$ cat src/design/chb_pkg.sv
`default_nettype none

package chb_pkg;

  // Field and port widths
  localparam int unsigned WORD_W  = 64;
  localparam int unsigned HASH_W  = 32;
  localparam int unsigned CFG_DW  = 32;
  localparam int unsigned CFG_IW  = 1;
  localparam int unsigned HALF_W  = WORD_W / 2;

  // Register indexes
  localparam logic [CFG_IW-1:0] REG_MAP_LENGTH  = 1'b0;
  localparam logic [CFG_IW-1:0] REG_BINARY_MODE = 1'b1;

  // Register reset values
  localparam logic [CFG_DW-1:0] MAP_LENGTH_RST = 32'h0001_0000;

  // Hash constants
  localparam logic [HASH_W-1:0] SEED_CONST = 32'ha5b3_5705;
  localparam logic [WORD_W-1:0] MIX_C1     = 64'h87c3_7b91_1142_53d5;
  localparam logic [WORD_W-1:0] MIX_C2     = 64'h4cf5_ad43_2745_937f;
  localparam logic [WORD_W-1:0] MIX_ADD    = 64'h0000_0000_52dc_e729;
  localparam logic [WORD_W-1:0] FMIX_C1    = 64'hff51_afd7_ed55_8ccd;
  localparam logic [WORD_W-1:0] FMIX_C2    = 64'hc4ce_b9fe_1a85_ec53;
  localparam int unsigned       ROT_K      = 31;
  localparam int unsigned       ROT_H      = 27;
  localparam int unsigned       FMIX_SHIFT = 33;

  // Main sequencer
  typedef enum logic [2:0] {
    S_IDLE,
    S_MUL1,
    S_MUL2,
    S_MIX,
    S_FIN1,
    S_FIN2,
    S_DONE
  } state_t;

  // Steps of the shared multiplier
  typedef enum logic [2:0] {
    MS_IDLE,
    MS_LL,
    MS_LH,
    MS_HL,
    MS_SUM
  } mul_step_t;

  // Multiplier status seen by the sequencer
  typedef struct packed {
    logic busy;
    logic done;
  } mul_status_t;

endpackage

`default_nettype wire

$ cat src/design/chb_if.sv
`default_nettype none

// Input channel: one coverage word per handshake
interface chb_in_if;
  logic        valid;
  logic        ready;
  logic [63:0] count_word;
  logic        word_present;
  logic        last_word;

  modport source (output valid, output count_word, output word_present,
                  output last_word, input ready);
  modport sink   (input valid, input count_word, input word_present,
                  input last_word, output ready);
endinterface

// Result channel: one finished hash per handshake
interface chb_out_if;
  logic        valid;
  logic        ready;
  logic [31:0] hash_value;

  modport source (output valid, output hash_value, input ready);
  modport sink   (input valid, input hash_value, output ready);
endinterface

`default_nettype wire

$ cat src/design/chb_binner.sv
`default_nettype none

module chb_binner (
  input  wire logic [chb_pkg::WORD_W-1:0] raw_word,
  input  wire logic                       binary_mode,
  output logic      [chb_pkg::WORD_W-1:0] binned_word
);
  import chb_pkg::*;

  localparam int unsigned NBYTES = WORD_W / 8;

  // Count class of one byte
  function automatic logic [7:0] bin_byte(input logic [7:0] c, input logic bmode);
    logic [7:0] r;
    if (bmode) begin
      r = (c != 8'd0) ? 8'd1 : 8'd0;
    end else begin
      case (c) inside
        8'd0:            r = 8'd0;
        8'd1:            r = 8'd1;
        8'd2:            r = 8'd2;
        8'd3:            r = 8'd4;
        [8'd4:8'd7]:     r = 8'd8;
        [8'd8:8'd15]:    r = 8'd16;
        [8'd16:8'd31]:   r = 8'd32;
        [8'd32:8'd127]:  r = 8'd64;
        default:         r = 8'd128;
      endcase
    end
    return r;
  endfunction

  // Eight independent byte lanes
  always_comb begin
    for (int i = 0; i < NBYTES; i++) begin
      binned_word[8*i +: 8] = bin_byte(raw_word[8*i +: 8], binary_mode);
    end
  end

endmodule

`default_nettype wire

$ cat src/design/chb_mul64.sv
`default_nettype none

// Low 64 bits of a 64x64 product, from three 32x32 partial products
// on one multiplier: lo*lo, lo*hi, hi*lo, then a final sum.
module chb_mul64 (
  input  wire logic                       clk,
  input  wire logic                       rst_n,
  input  wire logic                       start,
  input  wire logic [chb_pkg::WORD_W-1:0] op_a,
  input  wire logic [chb_pkg::WORD_W-1:0] op_b,
  output chb_pkg::mul_status_t            status,
  output logic      [chb_pkg::WORD_W-1:0] product
);
  import chb_pkg::*;

  mul_step_t           step_r, step_nxt;
  logic [WORD_W-1:0]   a_r, b_r;
  logic [WORD_W-1:0]   pp_r;
  logic [WORD_W-1:0]   acc_r;
  logic [HALF_W-1:0]   m_x, m_y;
  logic [WORD_W-1:0]   pp_hi;

  // Step sequence
  always_comb begin
    step_nxt = step_r;
    case (step_r)
      MS_IDLE: if (start) step_nxt = MS_LL;
      MS_LL:   step_nxt = MS_LH;
      MS_LH:   step_nxt = MS_HL;
      MS_HL:   step_nxt = MS_SUM;
      MS_SUM:  step_nxt = MS_IDLE;
      default: step_nxt = MS_IDLE;
    endcase
  end

  // Operand select per step
  always_comb begin
    m_x = '0;
    m_y = '0;
    case (step_r)
      MS_LL: begin
        m_x = a_r[HALF_W-1:0];
        m_y = b_r[HALF_W-1:0];
      end
      MS_LH: begin
        m_x = a_r[HALF_W-1:0];
        m_y = b_r[WORD_W-1:HALF_W];
      end
      MS_HL: begin
        m_x = a_r[WORD_W-1:HALF_W];
        m_y = b_r[HALF_W-1:0];
      end
      default: begin
        m_x = '0;
        m_y = '0;
      end
    endcase
  end

  // Cross terms only contribute their low half, shifted up
  assign pp_hi = {pp_r[HALF_W-1:0], {HALF_W{1'b0}}};

  // Status and result
  always_comb begin
    status.busy = (step_r != MS_IDLE);
    status.done = (step_r == MS_SUM);
    product     = acc_r + pp_hi;
  end

  always_ff @(posedge clk) begin
    if (!rst_n) begin
      step_r <= MS_IDLE;
    end else begin
      step_r <= step_nxt;
    end
  end

  // Operand latch, partial product and running sum
  always_ff @(posedge clk) begin
    if (step_r == MS_IDLE && start) begin
      a_r <= op_a;
      b_r <= op_b;
    end
    pp_r <= m_x * m_y;
    case (step_r)
      MS_LH:   acc_r <= pp_r;
      MS_HL:   acc_r <= acc_r + pp_hi;
      default: acc_r <= acc_r;
    endcase
  end

endmodule

`default_nettype wire

$ cat src/design/coverage_bin_and_hash.sv
`default_nettype none

// Channel  Dir  Word                                   Handshake
// in_ch    in   count_word, word_present, last_word    valid/ready
// out_ch   out  hash_value                             valid/ready
// cfg_*    in   index 0 map_length, 1 binary_mode      write enable only
//
// A present word keeps the block busy after acceptance for two 64-bit
// multiplies on the shared 32x32 multiplier (three partial products and a
// sum per product, each after a start step) and one mix step.
// A finishing word adds two more products and the output load.
// An item with neither flag is taken and dropped; the sequencer stays idle.
// Synchronous active-low reset sets the sequencer, flags and config registers.
// A result waits in the output register; the next word is taken meanwhile,
// and only a second result stalls until the first is taken.
module coverage_bin_and_hash (
  input  wire logic                       clk,
  input  wire logic                       rst_n,
  input  wire logic                       cfg_we,
  input  wire logic [chb_pkg::CFG_IW-1:0] cfg_index,
  input  wire logic [chb_pkg::CFG_DW-1:0] cfg_wdata,
  chb_in_if.sink                          in_ch,
  chb_out_if.source                       out_ch
);
  import chb_pkg::*;

  state_t              state_r, state_nxt;
  logic [CFG_DW-1:0]   map_length_r;
  logic                binary_mode_r;
  logic                mid_map_r;
  logic                last_r;
  logic [WORD_W-1:0]   k_r;
  logic [WORD_W-1:0]   acc_r;
  logic [WORD_W-1:0]   f_r;
  logic                out_valid_r;
  logic [HASH_W-1:0]   out_hash_r;

  logic [WORD_W-1:0]   binned;
  logic [WORD_W-1:0]   seed;
  logic [WORD_W-1:0]   mix_h;
  logic [WORD_W-1:0]   acc_fold;
  logic [WORD_W-1:0]   f_fold;
  logic [WORD_W-1:0]   mul_a, mul_b;
  logic [WORD_W-1:0]   mul_p;
  logic                mul_start;
  mul_status_t         mul_st;
  logic                in_take;
  logic                out_free;
  logic                out_load;

  chb_binner u_binner (
    .raw_word    (in_ch.count_word),
    .binary_mode (binary_mode_r),
    .binned_word (binned)
  );

  chb_mul64 u_mul (
    .clk     (clk),
    .rst_n   (rst_n),
    .start   (mul_start),
    .op_a    (mul_a),
    .op_b    (mul_b),
    .status  (mul_st),
    .product (mul_p)
  );

  // Datapath helpers
  assign seed     = {{(WORD_W-CFG_DW){1'b0}}, SEED_CONST ^ map_length_r};
  assign mix_h    = ((acc_r ^ k_r) << ROT_H) | ((acc_r ^ k_r) >> (WORD_W - ROT_H));
  assign acc_fold = acc_r ^ (acc_r >> FMIX_SHIFT);
  assign f_fold   = f_r ^ (f_r >> FMIX_SHIFT);
  assign in_take  = in_ch.valid && in_ch.ready;
  assign out_free = !out_valid_r || out_ch.ready;

  // Next state
  always_comb begin
    state_nxt = state_r;
    case (state_r)
      S_IDLE: begin
        if (in_take) begin
          if (in_ch.word_present)   state_nxt = S_MUL1;
          else if (in_ch.last_word) state_nxt = S_FIN1;
        end
      end
      S_MUL1:  if (mul_st.done) state_nxt = S_MUL2;
      S_MUL2:  if (mul_st.done) state_nxt = S_MIX;
      S_MIX:   state_nxt = last_r ? S_FIN1 : S_IDLE;
      S_FIN1:  if (mul_st.done) state_nxt = S_FIN2;
      S_FIN2:  if (mul_st.done) state_nxt = S_DONE;
      S_DONE:  if (out_free) state_nxt = S_IDLE;
      default: state_nxt = S_IDLE;
    endcase
  end

  // Sequencer outputs
  always_comb begin
    in_ch.ready = (state_r == S_IDLE);
    mul_start   = 1'b0;
    mul_a       = k_r;
    mul_b       = MIX_C1;
    out_load    = 1'b0;
    case (state_r)
      S_MUL1: begin
        mul_start = !mul_st.busy;
        mul_a     = k_r;
        mul_b     = MIX_C1;
      end
      S_MUL2: begin
        mul_start = !mul_st.busy;
        mul_a     = k_r;
        mul_b     = MIX_C2;
      end
      S_FIN1: begin
        mul_start = !mul_st.busy;
        mul_a     = acc_fold;
        mul_b     = FMIX_C1;
      end
      S_FIN2: begin
        mul_start = !mul_st.busy;
        mul_a     = f_fold;
        mul_b     = FMIX_C2;
      end
      S_DONE:  out_load = out_free;
      default: begin
        mul_start = 1'b0;
        out_load  = 1'b0;
      end
    endcase
  end

  assign out_ch.valid      = out_valid_r;
  assign out_ch.hash_value = out_hash_r;

  // Control state
  always_ff @(posedge clk) begin
    if (!rst_n) begin
      state_r       <= S_IDLE;
      map_length_r  <= MAP_LENGTH_RST;
      binary_mode_r <= 1'b0;
      mid_map_r     <= 1'b0;
      out_valid_r   <= 1'b0;
    end else begin
      state_r <= state_nxt;
      if (cfg_we) begin
        case (cfg_index)
          REG_MAP_LENGTH:  map_length_r  <= cfg_wdata;
          REG_BINARY_MODE: binary_mode_r <= cfg_wdata[0];
          default:         map_length_r  <= map_length_r;
        endcase
      end
      if (in_take && (in_ch.word_present || in_ch.last_word)) begin
        mid_map_r <= 1'b1;
      end else if (out_load) begin
        mid_map_r <= 1'b0;
      end
      if (out_load) begin
        out_valid_r <= 1'b1;
      end else if (out_ch.ready) begin
        out_valid_r <= 1'b0;
      end
    end
  end

  // Hash datapath
  always_ff @(posedge clk) begin
    if (in_take) begin
      k_r    <= binned;
      last_r <= in_ch.last_word;
      if (!mid_map_r) acc_r <= seed;
    end
    case (state_r)
      S_MUL1: if (mul_st.done) k_r <= (mul_p << ROT_K) | (mul_p >> (WORD_W - ROT_K));
      S_MUL2: if (mul_st.done) k_r <= mul_p;
      S_MIX:  acc_r <= (mix_h << 2) + mix_h + MIX_ADD;
      S_FIN1: if (mul_st.done) f_r <= mul_p;
      S_FIN2: if (mul_st.done) f_r <= mul_p;
      default: f_r <= f_r;
    endcase
    if (out_load) out_hash_r <= f_fold[HASH_W-1:0];
  end

`ifndef SYNTHESIS
  // No word is taken while a product is in flight
  a_ready_idle_mul: assert property (@(posedge clk) disable iff (!rst_n)
    in_ch.ready |-> !mul_st.busy)
    else $error("input ready while multiplier busy");

  // A new result only comes from the done state
  a_result_src: assert property (@(posedge clk) disable iff (!rst_n)
    $rose(out_valid_r) |-> $past(state_r == S_DONE))
    else $error("result raised outside finish");

  // An empty item leaves the sequencer idle
  a_empty_item: assert property (@(posedge clk) disable iff (!rst_n)
    (in_take && !in_ch.word_present && !in_ch.last_word) |=> state_r == S_IDLE)
    else $error("empty item started work");
`endif

endmodule

`default_nettype wire
$ cat src/flat_wrapper.sv
// flat-port wrapper written by rule: the top's interface ports become plain ports
module coverage_bin_and_hash_flat import chb_pkg::*;
  (clk, rst_n, cfg_we, cfg_index, cfg_wdata, in_ch_valid, in_ch_count_word, in_ch_word_present, in_ch_last_word, in_ch_ready, out_ch_valid, out_ch_hash_value, out_ch_ready);
  chb_in_if in_ch_i ();
  chb_out_if out_ch_i ();
  input  wire logic clk;
  input  wire logic rst_n;
  input  wire logic cfg_we;
  input  wire logic [chb_pkg::CFG_IW-1:0] cfg_index;
  input  wire logic [chb_pkg::CFG_DW-1:0] cfg_wdata;
  input wire logic [$bits(in_ch_i.valid)-1:0] in_ch_valid;
  input wire logic [$bits(in_ch_i.count_word)-1:0] in_ch_count_word;
  input wire logic [$bits(in_ch_i.word_present)-1:0] in_ch_word_present;
  input wire logic [$bits(in_ch_i.last_word)-1:0] in_ch_last_word;
  output wire logic [$bits(in_ch_i.ready)-1:0] in_ch_ready;
  output wire logic [$bits(out_ch_i.valid)-1:0] out_ch_valid;
  output wire logic [$bits(out_ch_i.hash_value)-1:0] out_ch_hash_value;
  input wire logic [$bits(out_ch_i.ready)-1:0] out_ch_ready;
  assign in_ch_i.valid = in_ch_valid;
  assign in_ch_i.count_word = in_ch_count_word;
  assign in_ch_i.word_present = in_ch_word_present;
  assign in_ch_i.last_word = in_ch_last_word;
  assign in_ch_ready = in_ch_i.ready;
  assign out_ch_valid = out_ch_i.valid;
  assign out_ch_hash_value = out_ch_i.hash_value;
  assign out_ch_i.ready = out_ch_ready;
  coverage_bin_and_hash u_core (.clk(clk), .rst_n(rst_n), .cfg_we(cfg_we), .cfg_index(cfg_index), .cfg_wdata(cfg_wdata), .in_ch(in_ch_i), .out_ch(out_ch_i));
endmodule
$ cat config.mk
export PLATFORM = sky130hd
export DESIGN_NAME = coverage_bin_and_hash_flat
export DESIGN_NICKNAME = d
export VERILOG_FILES = /design/src/design/chb_pkg.sv /design/src/design/chb_if.sv /design/src/design/chb_binner.sv /design/src/design/chb_mul64.sv /design/src/design/coverage_bin_and_hash.sv /design/src/flat_wrapper.sv
export SDC_FILE = /design/constraint.sdc
export NUM_CORES = 2
export LEC_CHECK = 0
export BUFFER_PORTS_ARGS = -buffer_cell sky130_fd_sc_hd__buf_2
export CORE_ASPECT_RATIO = 2
export CORE_UTILIZATION = 45
export DETAILED_ROUTE_END_ITERATION = 12
export PLACE_DENSITY_LB_ADDON = 0.25
export SYNTH_ARGS = -nofsm -noshare
export SYNTH_HDL_FRONTEND = slang
export SYNTH_HIERARCHICAL = 1
export SYNTH_SLANG_ARGS = --single-unit
$ cat constraint.sdc
create_clock -name clk -period 16 [get_ports clk]
set_input_delay 0.8 -clock clk [delete_from_list [all_inputs] [get_ports clk]]
set_output_delay 0.8 -clock clk [all_outputs]
set_load 0.01 [all_outputs]
=== Word-level counts from Yosys, hierarchy flattened ===
Index checks and enable logic that the tools add are counted.

* Register bits after elaboration: 522

* Order comparisons: 64
* Muxes and demuxes: 110
* Add/sub/neg operators: 3
* Reduce and logical (&&, ||, !) cells: 71
* Multiply operators: 1
* Eq/ne operators: 43
* Bitwise logic cells: 7

{| class="wikitable"
|+ Operators by type and width
! cell !! count
|-
| 2-to-1 mux 8 bit || 72
|-
| 2-to-1 mux 64 bit || 6
|-
| one-hot mux 64 bit (2 select lines) || 3
|-
| one-hot mux 64 bit (3 select lines) || 1
|-
| adder 64 bit || 2
|-
| equality test 8 x 2 -> 1 bit, second input constant || 16
|-
| one-hot mux 32 bit (2 select lines) || 2
|-
| XOR 64 x 31 -> 64 bit || 2
|-
| adder 64 x 31 -> 64 bit, second input constant || 1
|-
| equality test 8 x 1 -> 1 bit, second input constant || 8
|-
| greater-or-equal comparator 8 x 3 -> 1 bit, second input constant || 8
|-
| greater-or-equal comparator 8 x 4 -> 1 bit, second input constant || 8
|-
| greater-or-equal comparator 8 x 5 -> 1 bit, second input constant || 8
|-
| greater-or-equal comparator 8 x 6 -> 1 bit, second input constant || 8
|-
| less-or-equal comparator 8 x 3 -> 1 bit, second input constant || 8
|-
| less-or-equal comparator 8 x 4 -> 1 bit, second input constant || 8
|-
| less-or-equal comparator 8 x 5 -> 1 bit, second input constant || 8
|-
| less-or-equal comparator 8 x 7 -> 1 bit, second input constant || 8
|-
| logical NOT 8 bit || 8
|-
| multiplier 32 x 32 -> 64 bit || 1
|-
| OR 64 x 27 -> 64 bit || 1
|-
| OR 64 x 31 -> 64 bit || 1
|-
| nonzero test 8 bit || 8
|-
| XOR 64 bit || 1
|-
| other kinds (22) || 102
|}

=== Longest topological paths before layout ===
* Depth after elaboration: 14
* Mapped depth: 36
* Depth with buffers taken out: 30

=== Modules after synthesis ===
Netlist, hierarchy kept.

{| class="wikitable"
|+ Modules (own cells, without submodules)
! module !! times used !! area each (um^2) !! cells each
|-
| chb_mul64 || 1 || 42883.6 || 4514
|-
| coverage_bin_and_hash || 1 || 17161.5 || 1895
|-
| chb_binner || 1 || 757.0 || 123
|}

=== Worst setup path before layout ===
Ideal clock, no wire load.

* Path kind: register -> register
* Start point: register u_core.u_mul.step_r[1]
* End point: register u_core.u_mul.pp_r[62]
* Setup slack: 6.725 ns
* Data arrival time: 9.196 ns
* Setup time: 0.079 ns
* Cell stages (with the launch flop): 30
* Period minus slack after synthesis: 9.275 ns
* Path through: dfxtp_1 -> clkbuf_1 -> nor3b_1 -> clkbuf_1 -> buf_1 -> a22o_1 -> nand2_1 -> fa_1 -> inv_1 -> fa_1 -> inv_1 -> fa_1 -> fa_1 -> inv_1 -> fa_1 -> fa_1 -> fa_1 -> inv_1 -> fa_1 -> inv_1 -> ha_1 -> a21oi_1 -> nand2b_1 -> o21ai_0 -> o211ai_1 -> or3_1 -> o21ai_1 -> o31ai_2 -> a2111o_1 -> o211ai_1

* Word-level cells in the longest chain between the ends: 4
* Elaborated cells between the ends (all ways): 8
* Classes of those cells: 1 x mul; 3 x eq/ne; 2 x mux; 2 x reduce/logical

{| class="wikitable"
|+ RTL lines
! item !! line !! RTL
|-
| start, declared || chb_mul64.sv:16 || <nowiki>mul_step_t step_r, step_nxt;</nowiki>
|-
| start signal, assigned || chb_mul64.sv:74 || <nowiki>step_r <= step_nxt;</nowiki>
|-
| equality test 3 x 2 -> 1 bit / equality test 3 x 1 -> 1 bit (equally long branches) || chb_mul64.sv:40 || <nowiki>case (step_r)</nowiki>
|-
| OR reduction 2 bit (no line) || -- ||
|-
| one-hot mux 32 bit (2 select lines) || chb_mul64.sv:40 ||
|-
| multiplier 32 x 32 -> 64 bit (*) || chb_mul64.sv:84 || <nowiki>pp_r <= m_x * m_y;</nowiki>
|-
| end signal, assigned || chb_mul64.sv:84 ||
|-
| end, declared || chb_mul64.sv:18 || <nowiki>logic [WORD_W-1:0] pp_r;</nowiki>
|}

Mark *: on every way between the ends. The rest lies on a longest branch, timed or not.
A chain may end at the register's enable or synchronous reset.

=== Worst setup path after layout ===
* Start point: register u_core.u_mul.step_r[0]
* End point: register u_core.u_mul.pp_r[58]

Same word-level chain as after synthesis.

==> implementation parameters <==
Parameter                              Value

GRT
  Maximum number of pins on one net before global-route repair ... 86
  Vias in the first global route ... 51900
  Wire length of the first global-routing pass ... 348 mm
  Initial antenna violation count ... 7
  Grt ovf ... 0
  Aggregate global-route resource usage ... 0.361

Clock network
  Number of sinks handled by clock tree synthesis ... 522
  Gates resized, CTS repair ... 0
  Clock root buffer ... clkbuf_16
  Num CTS Buffers ... 42
  Maximum buffer depth of the clock tree ... 3
  Hold-fix buffers, CTS ... 0
  Number of buffers added for setup after CTS ... 0
  # H-tree levels ... 2
  Worst-skew pair later-pin latency ... 0.61 ns
  TritonCTS clock tree ... built
  Worst-path clk slew ... 0.08 ns

Synth
  Fraction of synthesis flops using an asynchronous set or reset pin ... 0
  Average cell area after synthesis ... 9.31 um2
  Number of instances in the synthesized netlist ... 6532
  Synth Register Bits ... 522
  Distinct cell type count of the synthesized netlist ... 97
  Top-area cell type share of the netlist area ... 0.295
  Number of enable-type register cells in the synthesized netlist ... 353
  Yosys synthesis warning count ... 6
  Leading cell type by number of instances after synthesis ... inv_1
  Most used standard cells in the synthesized netlist ... 1007 x inv_1, 897 x fa_1, 834 x nor2_1
  Post-synthesis cell type with the largest combined area ... fa_1
  Biggest area contributors in the synthesized netlist ... fa_1 30%, edfxtp_1 17%, ha_1 8.0%
  Sequential fraction of the synthesis area ... 0.230
  Mapped Area ... 60800 um2
  Main flop type after synthesis ... edfxtp_1

Timing
  Upper clock frequency limit ... 90.9 MHz
  Tcrit/Tclk final ... 0.687
  Number of pins with negative max-slew slack in the final report ... 0
  Unrepaired setup endpoints after global routing ... no
  Headroom to the max-slew limit ... 0.128
  Setup TNS ... 0 ns
  Shortest clock period the worst path allows after layout ... 11.00 ns
  Worst clock skew ... 0.0273 ns
  Worst Tran Pin Value ... 1.31 ns
  Finish-stage setup viols ... 0
  Number of hold violations in the final report ... 0

Layout
  Non-Filler Cell Area, Final ... 64700 um2
  Area grow syn2layout ... 6.48%
  Share of cells above drive strength 1 ... 0.0706
  Number of nets in the finished design ... 7855

Worst hold path
  HP Class ... in2reg
  Number of cells on the worst hold path ... 1

Critical path
  Data required time of the critical path ... 16.51 ns
  Worst Setup Start Kind ... register
  Worst Path Max Fanout ... 64
  Critical path's slowest cell ... a22o_1
  Logic depth of the worst register-to-register path ... 27
  Slowest stage delay, CP ... 0.92 ns
  Arrival time of data at the critical path endpoint ... 11.51 ns
  Family with the most delay on the worst path ... adder cells
  CP Class ... reg2reg
  Library cell appearing most often on the critical path ... fa_1
  Worst path bufs/invs ... 6
  Critical path endpoint category ... register
  Critical Path Stages ... 27

Detailed routing
  Residual DRC count ... 0
  Violation count after the first detailed-route iteration ... 3568
  Antenna Nets Post-Route ... 0
  Length of the first detailed-routing pass in iterations ... 6
  DR WL/cell ... 29.3 um
  Detailed-route via count ... 47900
  Drt total wl ... 241 mm
  Via/cell ratio ... 5.82

Floorplanning
  Height of the die ... 522 um
  Area of the core region ... 134000 um2
  Floorplan row count ... 190
  Die Area ... 137000 um2
  Number of top-level pins ... 138
  Horizontal extent of the die ... 262 um
  Effective utilization at floorplan ... 0.453

Power and ir drop
  Worst IR Drop VDD ... 85.2 uV
  Pwr Total ... 8.06 mW
  Leakage power of the design ... 28.9 nW
  Power per Cell Area ... 125 nW/um2

Placement
  Gp weighted congestion ... 1.06
  HPWL reported at the end of detailed placement ... 195 mm
  Cell area after placement ... 63300 um2
  Number of buffers added on ports ... 137

Status
  Outcome ... complete, no violations

Run
  Number of violations of the max-capacitance limit ... 0
[kinds of logic (layout without fill, tap and decap cells)]
logic type | Yosys count | count (layout) | synth area share
fa+ha+maj | 1286 | 1286 | 0.375
other cells | 2 | 12 | 0.000124
mux | 130 | 130 | 0.0219
buf+inv | 1389 | 1348 | 0.0880
simple gates | 1954 | 1954 | 0.136
flops | 522 | 522 | 0.230
compound gates | 958 | 958 | 0.106
xor+xnor | 291 | 291 | 0.0422
[flip-flops by register name (all words and copies together), names as in the netlist]
signal and cells:
u_core/acc_r 64, u_core/binary_mode_r 1, u_core/f_r 64, u_core/k_r 64
u_core/last_r 1, u_core/map_length_r 32, u_core/mid_map_r 1, u_core/out_ch.hash_value 32
u_core/out_ch.valid 1, u_core/state_r 3, u_core/u_mul/a_r 64, u_core/u_mul/acc_r 64
u_core/u_mul/b_r 64, u_core/u_mul/pp_r 64, u_core/u_mul/step_r 3
[cells in the final DEF (no fill, tap or decap), types with 26 or more instances in the layout]
cell type	n
a21boi_0	39
a21o_1	84
a21oi_1	246
a22o_1	126
a22oi_1	43
and2_1	50
and3_1	27
buf_2	137
buf_4	125
clkbuf_16	43
dfxtp_1	167
edfxtp_1	353
fa_1	897
ha_1	389
inv_1	1006
mux2i_1	105
nand2_1	768
nand3_1	36
nand4_1	48
nor2_1	832
nor2b_1	26
nor3_1	50
o21ai_0	202
o21bai_1	29
xnor2_1	159
xor2_1	128
[through the flow]
step	setup WS (ns)	hold WS (ns)	instances	util
detailed placement	5.27	0.461	8149	0.472
finish	5.00	0.399	8229	0.483
floorplan	6.73	0.426	6539	-
global route	4.63	0.399	8227	0.483
CTS	5.17	0.364	8226	0.483
global placement	5.24	0.457	8149	0.472
[area by class of cell]
class                      instances  area, um2
sequential                       522      14000
clock inverter                    21        269
antenna                            3       7.51
tap                             1728       2160
multi-input combinational       4628      41700
fill                           13000      69300
inverter                        1009       3790
timing repair buffer             262       1620
clock buffer                      56       1190
[report_power, final]
group	switching, mW	internal (mW)
registers	0.153	1.67
logic	3.57	1.52
clock network	0.549	0.601
total	4.27	3.79
[worst paths after layout]
check,start,endpoint,slack [ns]
setup / recovery,u_core/u_mul/step_r[0]$_SDFFE_PN0P_,u_core/u_mul/pp_r[58]$_DFF_P_,5.00
hold / removal,in_ch_last_word,u_core/last_r$_DFFE_PP_,0.40
setup reg to reg,u_core/u_mul/step_r[0]$_SDFFE_PN0P_,u_core/u_mul/pp_r[58]$_DFF_P_,5.00
hold reg to reg,u_core/map_length_r[3]$_SDFFE_PN0P_,u_core/map_length_r[3]$_SDFFE_PN0P_,0.47
[per-layer routing]
| layer | vias up | wire length, um | GRT usage |
|---|---|---|---|
| li1 | 20700 | - | - |
| met1 | 24200 | 71900 | 0.340 |
| met2 | 2113 | 126000 | 0.657 |
| met3 | 877 | 12900 | 0.0437 |
| met4 | 2 | 30100 | 0.355 |
| met5 | - | 14 | 0 |
(Power assumes the default switching activity.)
